===== src/design/tlpq_pkg.sv =====
// Shared types and constants for the three-lane priority queue with aging.
package tlpq_pkg;

  // Default sizing
  localparam int unsigned LaneDepthDef = 16;
  localparam int unsigned NumLanesDef  = 3;

  // Fixed field widths
  localparam int unsigned SeqW   = 8;
  localparam int unsigned PhaseW = 3;
  localparam int unsigned IdW    = 32;
  localparam int unsigned LaneW  = 2;
  localparam int unsigned TotalW = 6;

  // Dispatch phase on which the oldest head is served
  localparam logic [PhaseW-1:0] PhaseOldest = 3'd7;

  typedef enum logic {
    OP_ENQUEUE = 1'b0,
    OP_TAKE    = 1'b1
  } opcode_e;

  typedef enum logic [1:0] {
    ST_ENQUEUED   = 2'd0,
    ST_DISPATCHED = 2'd1,
    ST_REJECTED   = 2'd2,
    ST_EMPTY      = 2'd3
  } status_e;

  typedef enum logic [1:0] {
    S_IDLE,
    S_SCAN,
    S_HOLD
  } state_e;

  // One stored entry: sequence stamp over token
  typedef struct packed {
    logic [SeqW-1:0] seq;
    logic [IdW-1:0]  id;
  } entry_t;

  // One result item
  typedef struct packed {
    status_e           status;
    logic [IdW-1:0]    out_work_id;
    logic [LaneW-1:0]  out_lane;
    logic [TotalW-1:0] queued_total;
  } res_t;

  // True when sequence a is older than sequence b, modulo 2^8
  function automatic logic seq_older(input logic [SeqW-1:0] a, input logic [SeqW-1:0] b);
    logic [SeqW-1:0] diff;
    diff = a - b;
    return diff[SeqW-1];
  endfunction

endpackage


===== src/design/tlpq_if.sv =====
// Handshake channels for request items and result items.
interface tlpq_req_if;
  logic        valid;
  logic        ready;
  logic        opcode;
  logic [1:0]  priority_req;
  logic [31:0] work_id;

  modport source (output valid, output opcode, output priority_req, output work_id,
                  input ready);
  modport sink   (input valid, input opcode, input priority_req, input work_id,
                  output ready);
endinterface

interface tlpq_res_if;
  logic        valid;
  logic        ready;
  logic [1:0]  status;
  logic [31:0] out_work_id;
  logic [1:0]  out_lane;
  logic [5:0]  queued_total;

  modport source (output valid, output status, output out_work_id, output out_lane,
                  output queued_total, input ready);
  modport sink   (input valid, input status, input out_work_id, input out_lane,
                  input queued_total, output ready);
endinterface


===== src/design/three_lane_priority_queue_aging_top.sv =====
// Priority work queue: lane FIFOs in one memory, strict priority with periodic oldest-first.
//
// Request channel in_i carries opcode, priority_req and work_id; every request item
// yields exactly one result item on out_o (status, out_work_id, out_lane, queued_total).
// An enqueue stamps the token with a running 8-bit sequence and appends it to its lane.
// A take serves the lowest-numbered non-empty lane, except on every eighth dispatch,
// where it serves the lane whose head carries the oldest sequence stamp.
// Enqueue, rejected enqueue and empty take finish in the cycle they are accepted;
// a normal take does one read of the lane head from the entry memory, then finishes;
// an oldest-first take does one head read per lane through the single read port
// of the entry memory. One item is in work at a time.
// The result enters an output register; the next request is accepted while that
// result still waits. If the receiver stalls and the output register is full, a
// finished result parks in a hold register and requests stop until it moves on.
// Reset clears head pointers, fill counts, the sequence and the dispatch phase;
// the entry memory is not cleared, since no unwritten entry's data is ever used.
module three_lane_priority_queue_aging_top #(
  parameter int unsigned LANE_DEPTH = tlpq_pkg::LaneDepthDef,
  parameter int unsigned NUM_LANES  = tlpq_pkg::NumLanesDef
) (
  input  logic              clk_i,
  input  logic              rst_ni,
  tlpq_req_if.sink          in_i,
  tlpq_res_if.source        out_o
);

  localparam int unsigned Entries = NUM_LANES * LANE_DEPTH;
  localparam int unsigned AW  = (Entries > 1) ? $clog2(Entries) : 1;
  localparam int unsigned LW  = $clog2(NUM_LANES);
  localparam int unsigned HW  = $clog2(LANE_DEPTH);
  localparam int unsigned CW  = $clog2(LANE_DEPTH + 1);
  localparam int unsigned SW  = HW + 1;
  localparam int unsigned TW  = $clog2(Entries + 1);
  localparam int unsigned SQW = tlpq_pkg::SeqW;
  localparam int unsigned IW  = tlpq_pkg::IdW;

  // Control state
  tlpq_pkg::state_e state_q, state_d;
  logic [HW-1:0]    head_q  [NUM_LANES];
  logic [CW-1:0]    count_q [NUM_LANES];
  logic [TW-1:0]    total_q;
  logic [SQW-1:0]   seq_q;
  logic [tlpq_pkg::PhaseW-1:0] phase_q;
  logic             out_valid_q, out_valid_d;

  // Scan and result payload
  logic             scan_all_q, scan_all_d;
  logic [LW-1:0]    cur_q, cur_d;
  logic [LW-1:0]    best_q, best_d;
  logic [SQW-1:0]   best_seq_q, best_seq_d;
  logic [IW-1:0]    best_id_q, best_id_d;
  logic             have_best_q, have_best_d;
  tlpq_pkg::res_t   res_q, res_d;
  tlpq_pkg::res_t   out_data_q, out_data_d;

  // Entry memory
  tlpq_pkg::entry_t mem_q [Entries];
  tlpq_pkg::entry_t rd_data_q;
  logic             rd_en;
  logic [AW-1:0]    rd_addr;
  logic             wr_en;
  logic [AW-1:0]    wr_addr;
  tlpq_pkg::entry_t wr_data;

  // Step controls
  logic             in_ready;
  logic             accept;
  logic             slot_free;
  logic             fin;
  tlpq_pkg::res_t   fin_res;
  logic             push;
  logic             pop;
  logic [LW-1:0]    upd_lane;
  logic             out_load;

  assign in_ready  = (state_q == tlpq_pkg::S_IDLE);
  assign accept    = in_i.valid && in_ready;
  assign slot_free = !out_valid_q || out_o.ready;

  assign in_i.ready         = in_ready;
  assign out_o.valid        = out_valid_q;
  assign out_o.status       = out_data_q.status;
  assign out_o.out_work_id  = out_data_q.out_work_id;
  assign out_o.out_lane     = out_data_q.out_lane;
  assign out_o.queued_total = out_data_q.queued_total;

  // Memory address of a slot within a lane
  function automatic logic [AW-1:0] slot_addr(input logic [LW-1:0] lane,
                                              input logic [HW-1:0] slot);
    return AW'(32'(lane) * LANE_DEPTH + 32'(slot));
  endfunction

  // Decide the step: enqueue or reject, answer an empty take, start or advance a head scan, or hold a result
  always_comb begin
    logic [LW-1:0] in_lane;
    logic [LW-1:0] first_lane;
    logic [SW-1:0] tail;
    logic          cand;
    logic          last;
    logic [LW-1:0] pick_lane;
    logic [IW-1:0] pick_id;

    state_d     = state_q;
    scan_all_d  = scan_all_q;
    cur_d       = cur_q;
    best_d      = best_q;
    best_seq_d  = best_seq_q;
    best_id_d   = best_id_q;
    have_best_d = have_best_q;
    res_d       = res_q;
    fin         = 1'b0;
    fin_res     = '0;
    push        = 1'b0;
    pop         = 1'b0;
    upd_lane    = '0;
    rd_en       = 1'b0;
    rd_addr     = '0;
    wr_en       = 1'b0;
    wr_addr     = '0;
    wr_data     = '0;

    in_lane = LW'(in_i.priority_req);
    tail    = '0;
    cand    = 1'b0;
    last    = 1'b0;
    pick_lane = best_q;
    pick_id   = best_id_q;

    // Lowest-numbered non-empty lane
    first_lane = '0;
    for (int i = NUM_LANES - 1; i >= 0; i--) begin
      if (count_q[i] != '0) begin
        first_lane = LW'(i);
      end
    end

    case (state_q)
      tlpq_pkg::S_IDLE: begin
        if (accept) begin
          if (in_i.opcode == tlpq_pkg::OP_ENQUEUE) begin
            fin = 1'b1;
            if (32'(in_i.priority_req) >= 32'(NUM_LANES)) begin
              fin_res.status       = tlpq_pkg::ST_REJECTED;
              fin_res.queued_total = tlpq_pkg::TotalW'(total_q);
            end else if (count_q[in_lane] == CW'(LANE_DEPTH)) begin
              fin_res.status       = tlpq_pkg::ST_REJECTED;
              fin_res.out_lane     = in_i.priority_req;
              fin_res.queued_total = tlpq_pkg::TotalW'(total_q);
            end else begin
              // Append at head + count, wrapped into the lane
              tail = SW'(head_q[in_lane]) + SW'(count_q[in_lane]);
              if (tail >= SW'(LANE_DEPTH)) begin
                tail = tail - SW'(LANE_DEPTH);
              end
              wr_en        = 1'b1;
              wr_addr      = slot_addr(in_lane, HW'(tail));
              wr_data.seq  = seq_q;
              wr_data.id   = in_i.work_id;
              push         = 1'b1;
              upd_lane     = in_lane;
              fin_res.status       = tlpq_pkg::ST_ENQUEUED;
              fin_res.out_lane     = in_i.priority_req;
              fin_res.queued_total = tlpq_pkg::TotalW'(total_q + TW'(1));
            end
          end else if (total_q == '0) begin
            fin                  = 1'b1;
            fin_res.status       = tlpq_pkg::ST_EMPTY;
            fin_res.queued_total = tlpq_pkg::TotalW'(total_q);
          end else begin
            // Start a head read: all lanes on the oldest-first phase, else one
            scan_all_d  = (phase_q == tlpq_pkg::PhaseOldest);
            cur_d       = (phase_q == tlpq_pkg::PhaseOldest) ? '0 : first_lane;
            have_best_d = 1'b0;
            rd_en       = 1'b1;
            rd_addr     = slot_addr(cur_d, head_q[cur_d]);
            state_d     = tlpq_pkg::S_SCAN;
          end
        end
      end

      tlpq_pkg::S_SCAN: begin
        // Keep the head if its lane holds items and it is older than the best so far
        cand = (count_q[cur_q] != '0) &&
               (!have_best_q || tlpq_pkg::seq_older(rd_data_q.seq, best_seq_q));
        last = !scan_all_q || (cur_q == LW'(NUM_LANES - 1));
        if (cand) begin
          pick_lane = cur_q;
          pick_id   = rd_data_q.id;
        end
        if (last) begin
          fin                  = 1'b1;
          pop                  = 1'b1;
          upd_lane             = pick_lane;
          fin_res.status       = tlpq_pkg::ST_DISPATCHED;
          fin_res.out_work_id  = pick_id;
          fin_res.out_lane     = tlpq_pkg::LaneW'(pick_lane);
          fin_res.queued_total = tlpq_pkg::TotalW'(total_q - TW'(1));
        end else begin
          if (cand) begin
            best_d      = cur_q;
            best_seq_d  = rd_data_q.seq;
            best_id_d   = rd_data_q.id;
            have_best_d = 1'b1;
          end
          cur_d   = cur_q + LW'(1);
          rd_en   = 1'b1;
          rd_addr = slot_addr(cur_d, head_q[cur_d]);
        end
      end

      tlpq_pkg::S_HOLD: begin
        if (slot_free) begin
          state_d = tlpq_pkg::S_IDLE;
        end
      end

      default: begin
        state_d = tlpq_pkg::S_IDLE;
      end
    endcase

    // Finish: straight into the output register, or park until it frees up
    if (fin) begin
      if (slot_free) begin
        state_d = tlpq_pkg::S_IDLE;
      end else begin
        res_d   = fin_res;
        state_d = tlpq_pkg::S_HOLD;
      end
    end
  end

  // Output register load
  always_comb begin
    out_load    = slot_free && (fin || (state_q == tlpq_pkg::S_HOLD));
    out_data_d  = (state_q == tlpq_pkg::S_HOLD) ? res_q : fin_res;
    out_valid_d = out_valid_q;
    if (out_load) begin
      out_valid_d = 1'b1;
    end else if (out_o.ready) begin
      out_valid_d = 1'b0;
    end
  end

  // Entry memory: one write port, one registered read port
  always_ff @(posedge clk_i) begin
    if (wr_en) begin
      mem_q[wr_addr] <= wr_data;
    end
    if (rd_en) begin
      rd_data_q <= mem_q[rd_addr];
    end
  end

  // Control registers
  always_ff @(posedge clk_i or negedge rst_ni) begin
    if (!rst_ni) begin
      state_q     <= tlpq_pkg::S_IDLE;
      total_q     <= '0;
      seq_q       <= '0;
      phase_q     <= '0;
      out_valid_q <= 1'b0;
      for (int i = 0; i < NUM_LANES; i++) begin
        head_q[i]  <= '0;
        count_q[i] <= '0;
      end
    end else begin
      state_q     <= state_d;
      out_valid_q <= out_valid_d;
      // Advance on enqueue
      if (push) begin
        count_q[upd_lane] <= count_q[upd_lane] + CW'(1);
        total_q           <= total_q + TW'(1);
        seq_q             <= seq_q + SQW'(1);
      end
      // Drop the served head
      if (pop) begin
        head_q[upd_lane]  <= (head_q[upd_lane] == HW'(LANE_DEPTH - 1)) ? '0
                                                                        : head_q[upd_lane] + HW'(1);
        count_q[upd_lane] <= count_q[upd_lane] - CW'(1);
        total_q           <= total_q - TW'(1);
        phase_q           <= phase_q + tlpq_pkg::PhaseW'(1);
      end
    end
  end

  // Scan and result payload registers
  always_ff @(posedge clk_i) begin
    scan_all_q  <= scan_all_d;
    cur_q       <= cur_d;
    best_q      <= best_d;
    best_seq_q  <= best_seq_d;
    best_id_q   <= best_id_d;
    have_best_q <= have_best_d;
    res_q       <= res_d;
    if (out_load) begin
      out_data_q <= out_data_d;
    end
  end

endmodule


===== src/flat_wrapper.sv =====
// flat-port wrapper written by rule: the top's interface ports become plain ports
module three_lane_priority_queue_aging_top_flat 
#(
  parameter int unsigned LANE_DEPTH = tlpq_pkg::LaneDepthDef,
  parameter int unsigned NUM_LANES  = tlpq_pkg::NumLanesDef
)
  (clk_i, rst_ni, in_i_valid, in_i_opcode, in_i_priority_req, in_i_work_id, in_i_ready, out_o_valid, out_o_status, out_o_out_work_id, out_o_out_lane, out_o_queued_total, out_o_ready);
  tlpq_req_if in_i_i ();
  tlpq_res_if out_o_i ();
  input  logic clk_i;
  input  logic rst_ni;
  input wire logic [$bits(in_i_i.valid)-1:0] in_i_valid;
  input wire logic [$bits(in_i_i.opcode)-1:0] in_i_opcode;
  input wire logic [$bits(in_i_i.priority_req)-1:0] in_i_priority_req;
  input wire logic [$bits(in_i_i.work_id)-1:0] in_i_work_id;
  output wire logic [$bits(in_i_i.ready)-1:0] in_i_ready;
  output wire logic [$bits(out_o_i.valid)-1:0] out_o_valid;
  output wire logic [$bits(out_o_i.status)-1:0] out_o_status;
  output wire logic [$bits(out_o_i.out_work_id)-1:0] out_o_out_work_id;
  output wire logic [$bits(out_o_i.out_lane)-1:0] out_o_out_lane;
  output wire logic [$bits(out_o_i.queued_total)-1:0] out_o_queued_total;
  input wire logic [$bits(out_o_i.ready)-1:0] out_o_ready;
  assign in_i_i.valid = in_i_valid;
  assign in_i_i.opcode = in_i_opcode;
  assign in_i_i.priority_req = in_i_priority_req;
  assign in_i_i.work_id = in_i_work_id;
  assign in_i_ready = in_i_i.ready;
  assign out_o_valid = out_o_i.valid;
  assign out_o_status = out_o_i.status;
  assign out_o_out_work_id = out_o_i.out_work_id;
  assign out_o_out_lane = out_o_i.out_lane;
  assign out_o_queued_total = out_o_i.queued_total;
  assign out_o_i.ready = out_o_ready;
  three_lane_priority_queue_aging_top #(.LANE_DEPTH(LANE_DEPTH), .NUM_LANES(NUM_LANES)) u_core (.clk_i(clk_i), .rst_ni(rst_ni), .in_i(in_i_i), .out_o(out_o_i));
endmodule

===== config.mk =====
export PLATFORM = sky130hd
export DESIGN_NAME = three_lane_priority_queue_aging_top_flat
export DESIGN_NICKNAME = d
export VERILOG_FILES = /design/src/design/tlpq_pkg.sv /design/src/design/tlpq_if.sv /design/src/design/three_lane_priority_queue_aging_top.sv /design/src/flat_wrapper.sv
export SDC_FILE = /design/constraint.sdc
export NUM_CORES = 2
export LEC_CHECK = 0
export BUFFER_PORTS_ARGS = -buffer_cell sky130_fd_sc_hd__buf_2
export CAP_MARGIN = 20
export CORE_MARGIN = 4
export CORE_UTILIZATION = 57
export DETAILED_ROUTE_END_ITERATION = 10
export PLACE_DENSITY = 0.8
export SLEW_MARGIN = 20
export SYNTH_ARGS = -nofsm -noshare
export SYNTH_HDL_FRONTEND = slang
export SYNTH_SLANG_ARGS = --single-unit

===== constraint.sdc =====
create_clock -name clk_i -period 6.4 [get_ports clk_i]
set_clock_uncertainty 0.1 [all_clocks]
set_input_delay 0.64 -clock clk_i [delete_from_list [all_inputs] [get_ports clk_i]]
set_output_delay 0.64 -clock clk_i [all_outputs]
set_load 0.05 [all_outputs]

[Word level (Yosys, flattened, before mapping)]
Memory sizes are Yosys's and may differ from the RTL's. A register that Yosys moved wholly into a read port is not among the register bits.
Index checks and enable logic that the tools add are counted.
Storage, ports and cells
  output and inout bits: 44
  input port bits: 39
  register bits: 177
  memory bits (writable): 1920
  memories: 1
Operators by class
  reduce and logical (&&, ||, !) cells: 27
  mux-type cells: 121
  magnitude comparators: 8
  eq/ne operators: 16
  bitwise gates (word level): 8
  $add $sub $neg: 14
Memories
  u_core.mem_q: depth 48, bits a word 40, rd ports 1, clocked after Yosys merged registers in 1, write ports 1, line three_lane_priority_queue_aging_top.sv:57  | tlpq_pkg::entry_t mem_q [Entries];
Operator list (count)
  $mux W40: 5
  $mux W6: 15
  $mux W32: 2
  $mux W4: 16
  $mux W2: 27
  $mux W42: 1
  $mux W41: 1
  $mux W5: 7
  $bmux W4 S2: 4
  $bmux W5 S2: 3
  $bwmux W15: 2
  $mux W15: 2
  $mux W1: 23
  $reduce_bool A5 Y1: 4
  $add A6 B4 Y6: 3
  $pmux W8 S2: 1
  $ge A3 B3 Y1 const B: 5
  $not A2 Y3: 5
  $bwmux W12: 1
  $pmux W2 S2: 3
  $pmux W6 S2: 1
  $demux W5 S2: 1
  $reduce_and A5 Y1: 2
  $ne A3 B3 Y1 const B: 3
  other kinds (37): 57

[Logic depth before layout (Yosys ltp)]
  word-level depth: 19
  gate-level depth with buffers: 18
  depth with buffers taken out: 14

[Worst setup path after synthesis]
No wires, ideal clock.
  kind: input to register
  start point: input port in_i_priority_req[0]
  end point: memory u_core.mem_q[1][0] (netlist bit), enable pin
  data required time: 5.748 ns
  arrival: 6.721 ns
  setup time: 0.552 ns
  slack: -0.973 ns
  stages: 10
  cells stage by stage: buf_4 mux2i_1 a2bb2oi_1 or4_4 nor2_1 a21oi_1 and2_1 clkbuf_1 nand4_1 nor4b_1
Between the ends
  word-level cells in the longest chain between the ends: 18
  elaborated cells on any way between the ends: 31
  classes of those cells: 3 x add/sub; 2 x order compare; 1 x eq/ne; 24 x mux; 1 x bitwise
Ends and longest elaborated chain
  start, declared: line flat_wrapper.sv:14  | input wire logic [$bits(in_i_i.priority_req)-1:0] in_i_priority_req;
  $not A2 Y3 (not written as such): line three_lane_priority_queue_aging_top.sv:145, three_lane_priority_queue_aging_top.sv:151
  $bmux W4 S2 or $bmux W5 S2 (tied branches): line three_lane_priority_queue_aging_top.sv:151, three_lane_priority_queue_aging_top.sv:145
  $mux W4 (not written as such) or $mux W5 (tied branches) (2 in a row): line three_lane_priority_queue_aging_top.sv:151, three_lane_priority_queue_aging_top.sv:145
  $add A4 B5 Y5: line three_lane_priority_queue_aging_top.sv:151  | tail = SW'(head_q[in_lane]) + SW'(count_q[in_lane]);
  $sub A4 B1 Y4 or $ge A5 B5 Y1 (tied branches): line three_lane_priority_queue_aging_top.sv:153, three_lane_priority_queue_aging_top.sv:152
  $mux W4: line three_lane_priority_queue_aging_top.sv:152  | if (tail >= SW'(LANE_DEPTH)) begin
  $mux W4: line three_lane_priority_queue_aging_top.sv:145  | end else if (count_q[in_lane] == CW'(LANE_DEPTH)) begin
  $mux W4: line three_lane_priority_queue_aging_top.sv:142  | if (32'(in_i.priority_req) >= 32'(NUM_LANES)) begin
  $mux W4: line three_lane_priority_queue_aging_top.sv:140  | if (in_i.opcode == tlpq_pkg::OP_ENQUEUE) begin
  $mux W4: line three_lane_priority_queue_aging_top.sv:139  | if (accept) begin
  $mux W4: line three_lane_priority_queue_aging_top.sv:137  | case (state_q)
  $add A6 B4 Y6: line three_lane_priority_queue_aging_top.sv:90  | return AW'(32'(lane) * LANE_DEPTH + 32'(slot));
  $mux W6: line three_lane_priority_queue_aging_top.sv:145
  $mux W6: line three_lane_priority_queue_aging_top.sv:142
  $mux W6: line three_lane_priority_queue_aging_top.sv:140
  $mux W6: line three_lane_priority_queue_aging_top.sv:139
  $mux W6: line three_lane_priority_queue_aging_top.sv:137
  end, declared: line three_lane_priority_queue_aging_top.sv:57
Parallel ways exist; a longest one is shown, timed or not. The select of a mux whose other input is x is not followed.

[Worst setup path after layout]
  start point: register u_core.count_q[10] (netlist bit)
  end point: register, netlist name u_core.rd_data_q[23]
Between the ends
  word-level cells in the longest chain between the ends: 12
Ends and longest elaborated chain
  start, declared: line three_lane_priority_queue_aging_top.sv:40  | logic [CW-1:0] count_q [NUM_LANES];
  start signal, assigned by index: line three_lane_priority_queue_aging_top.sv:272  | count_q[upd_lane] <= count_q[upd_lane] + CW'(1);
  start signal, assigned by index: line three_lane_priority_queue_aging_top.sv:280  | count_q[upd_lane] <= count_q[upd_lane] - CW'(1);
  $reduce_bool A5 Y1 (*): line three_lane_priority_queue_aging_top.sv:132  | if (count_q[i] != '0) begin
  $mux W2 (*): line three_lane_priority_queue_aging_top.sv:132
  $mux W2 (*): line three_lane_priority_queue_aging_top.sv:172  | cur_d = (phase_q == tlpq_pkg::PhaseOldest) ? '0 : first_lane;
  $not A2 Y3 (not written as such): line three_lane_priority_queue_aging_top.sv:175  | rd_addr = slot_addr(cur_d, head_q[cur_d]);
  $bmux W4 S2: line three_lane_priority_queue_aging_top.sv:175
  $mux W4 (not written as such) (2 in a row): line three_lane_priority_queue_aging_top.sv:175
  $add A6 B4 Y6 (*): line three_lane_priority_queue_aging_top.sv:90
  $mux W6 (*): line three_lane_priority_queue_aging_top.sv:165  | end else if (total_q == '0) begin
  $mux W6 (*): line three_lane_priority_queue_aging_top.sv:140
  $mux W6 (*): line three_lane_priority_queue_aging_top.sv:139
  $pmux W6 S2 (*): line three_lane_priority_queue_aging_top.sv:137
Every way passes the cells marked *; elsewhere a longest branch is shown, timed or not. The select of a mux whose other input is x is not followed.
A chain may end at the register's enable or synchronous reset.

==> metrics.txt <==
status complete, no violations; hold path start out_o_ready; multi-input logic area 0.0203 mm2; syn_area_per_cell 13.0 um2; sequential share of the synthesized area 74.5%; pins over their slew limit 0; via count 56900; Die Wd 396 um; RSZ-0062 raised after global routing false; Root Buffer clkbuf_16; Critical Path, Cell by Cell or4_4, or3_1, nor3_2, a211oi_1, a211oi_4, buf_4, buf_4, nand2_1, and3_1, a311oi_1, a311o_1, a311o_1; worst rel slew slack 18.2%; Longest Clk Path Bufs 3; Syn Std Cell Area 0.0858 mm2; worst slew pin tran 1.23 ns; Hold Fails Final Rpt 0; final worst setup slack 1.14 ns; ys flop type edfxtp_1; fin crit share 82.1%; FMAX 190 MHz; wire length per cell 26.9 um; full die area 0.157 mm2; global-route wire length before repair 348 mm; Placer Congestion 0.930; syn_nets 6685; top-count cell post-synth edfxtp_1; Sink Count 2137; Via density 6.43; Critical Path Sink Type register; DRT iter0 DRCs 9711; synth unique cells 76; # port buffers 82; number of flops mapped to enable cells by yosys 2090; worst vdd ir 305 uV; Core ar. 0.150 mm2; Synth top area share 73.1%; Core Rows 142; Worst Setup Start Kind register; DP Worst Slack 1.14 ns; total gr overflow 0; Post-CTS Setup Inserts 0; H-tree Lvls 4; Finished Core Util 63.7%; ys async rst share 2.20%; PwrDens 354 mW/mm2; Detailed Routing Iterations Pass 1 9; largest net degree at the start of global routing 159; Clk Latency, worst-skew pair 0.85 ns; Reg area 0.0639 mm2; CTS tree yes; FF+latch count, synth 2137; crit path max-delay cell type a211oi_4; share of layout cells above drive strength 1 10.1%; nets 6715; Syn-to-layout area delta 11.2%; HP Class in2reg; Leakage 33.3 nW; Post-synth top cells 2090 x edfxtp_1, 1986 x nand2_1, 1062 x nand3_1; dominant cells by area after synthesis edfxtp_1 73%, nand2_1 8.7%, nand3_1 6.2%; crit path max fanout 74; Num CTS Buffers 200; Ys Warns 0; Setup TNS Final 0 ns; initial antenna violation count 16; fillers 10100; # resized after CTS 0; WS Path Type reg2reg; Routed WL 238 mm; RR Startpoint u_core.count_q[10]$_DFF_PN0_; io pins 83; final setup fails 0; hold buffer count at CTS 1; Max Cap Viol 0; Synth Instances 6626; Clock Pin Slew Worst Setup and Hold Paths 0.06 ns; Final HPWL DP 135 mm; initial core utilization 57.3%; vias in the first global route 54700; crit path DAT 5.86 ns; Worst Path Required 7.01 ns; final worst path period need 5.26 ns; Max stage delay on crit path 0.90 ns; Die H 396 um; post-synth top area cell edfxtp_1; drc violations 0; Final Total Pwr 0.0338 W; GRT Util Overall 29.8%; Routed Antenna Nets 0; CP Launch Point u_core.count_q[10]$_DFF_PN0_
==> cell type report <==
class                   count  area share [%]
clock buffers             246            5.49
diodes                     10          0.0262
well taps                2016            2.64
flip-flops and latches   2137            67.0
repair buffers            249            2.30
inverters                  25          0.0983
multi-input cells        4043            21.2
clock inverters           126            1.22
==> layer usage <==
layer / up-vias / track usage, % / part of all wire (%)
li1: 24200 / - / -
met1: 27400 / 38.6 / 34
met2: 4529 / 45.9 / 46
met3: 760 / 8.77 / 15
met4: 12 / 15.8 / 6.0
met5: - / 0 / 0.035
==> path summary, 6_finish.rpt <==
kind / to / slack, ns / cells past startpoint
worst max-delay path: u_core.rd_data_q[23]$_DFFE_PP_ / 1.14 / 12
worst min-delay path: u_core.out_o.valid$_DFFE_PN0P_ / 0.17 / 3
worst max register to register: u_core.rd_data_q[23]$_DFFE_PP_ / 1.14 / 12
worst min register to register: u_core.seq_q[2]$_DFFE_PN0P_ / 0.37 / 1
max in group asynchronous: u_core.seq_q[5]$_DFFE_PN0P_ / 5.37 / 3
min in group asynchronous: u_core.seq_q[0]$_DFFE_PN0P_ / 0.37 / 3
==> cells in the final DEF (no fill, tap or decap), types with 81 or more instances in the layout <==
cell type	count
clkbuf_16	200
a21oi_1	175
nand4_1	85
o21ai_0	86
buf_2	82
buf_4	124
nand3_1	1062
edfxtp_1	2090
nand2_1	1984
a311o_1	81
==> through the flow <==
step | instances | instance area [um2] | hold slack [ns]
after floorplan | 6626 | 85800 | 0.244
after global placement | 8466 | 88900 | 0.353
after detailed placement | 8466 | 88900 | 0.358
after CTS | 8839 | 95300 | 0.127
after global routing | 8843 | 95400 | 0.172
final | 8852 | 95400 | 0.165
==> sequential cells by signal, indices dropped and copies added, names as in the netlist, 8 cells and up <==
| name | count |
|---|---|
| u_core.rd_data_q | 40 |
| u_core.best_id_q | 32 |
| u_core.out_o.out_work_id | 32 |
| u_core.head_q | 12 |
| u_core.best_seq_q | 8 |
| u_core.res_q | 42 |
| u_core.count_q | 15 |
| u_core.mem_q | 1920 |
| u_core.seq_q | 8 |
==> worst max-delay path: cells and delay by family (launching register included) <==
family                 cells  cell delay [ns]
AOI/OAI and AO/OA          5             1.83
DFF                        1             0.41
and+or+nand+nor            5             1.62
buffers and inverters      2             1.09
==> cell families after synthesis <==
family | after synthesis | share of synthesized area (%)
AOI/OAI and AO/OA | 508 | 4.08
adders and majority gates | 20 | 0.300
xor gates and xnor gates | 25 | 0.255
DFF | 2137 | 74.5
buffers and inverters | 446 | 2.53
and+or+nand+nor | 3422 | 17.5
muxes | 68 | 0.854
==> report_power, final <==
part	total (W)	internal, W	switching [W]
Clock	0.0116	0.00642	0.00518
Combinational	0.00586	0.00167	0.00419
Sequential	0.0163	0.0159	0.000384
Total	0.0338	0.0240	0.00976
Power figures use the tool's default switching activity.
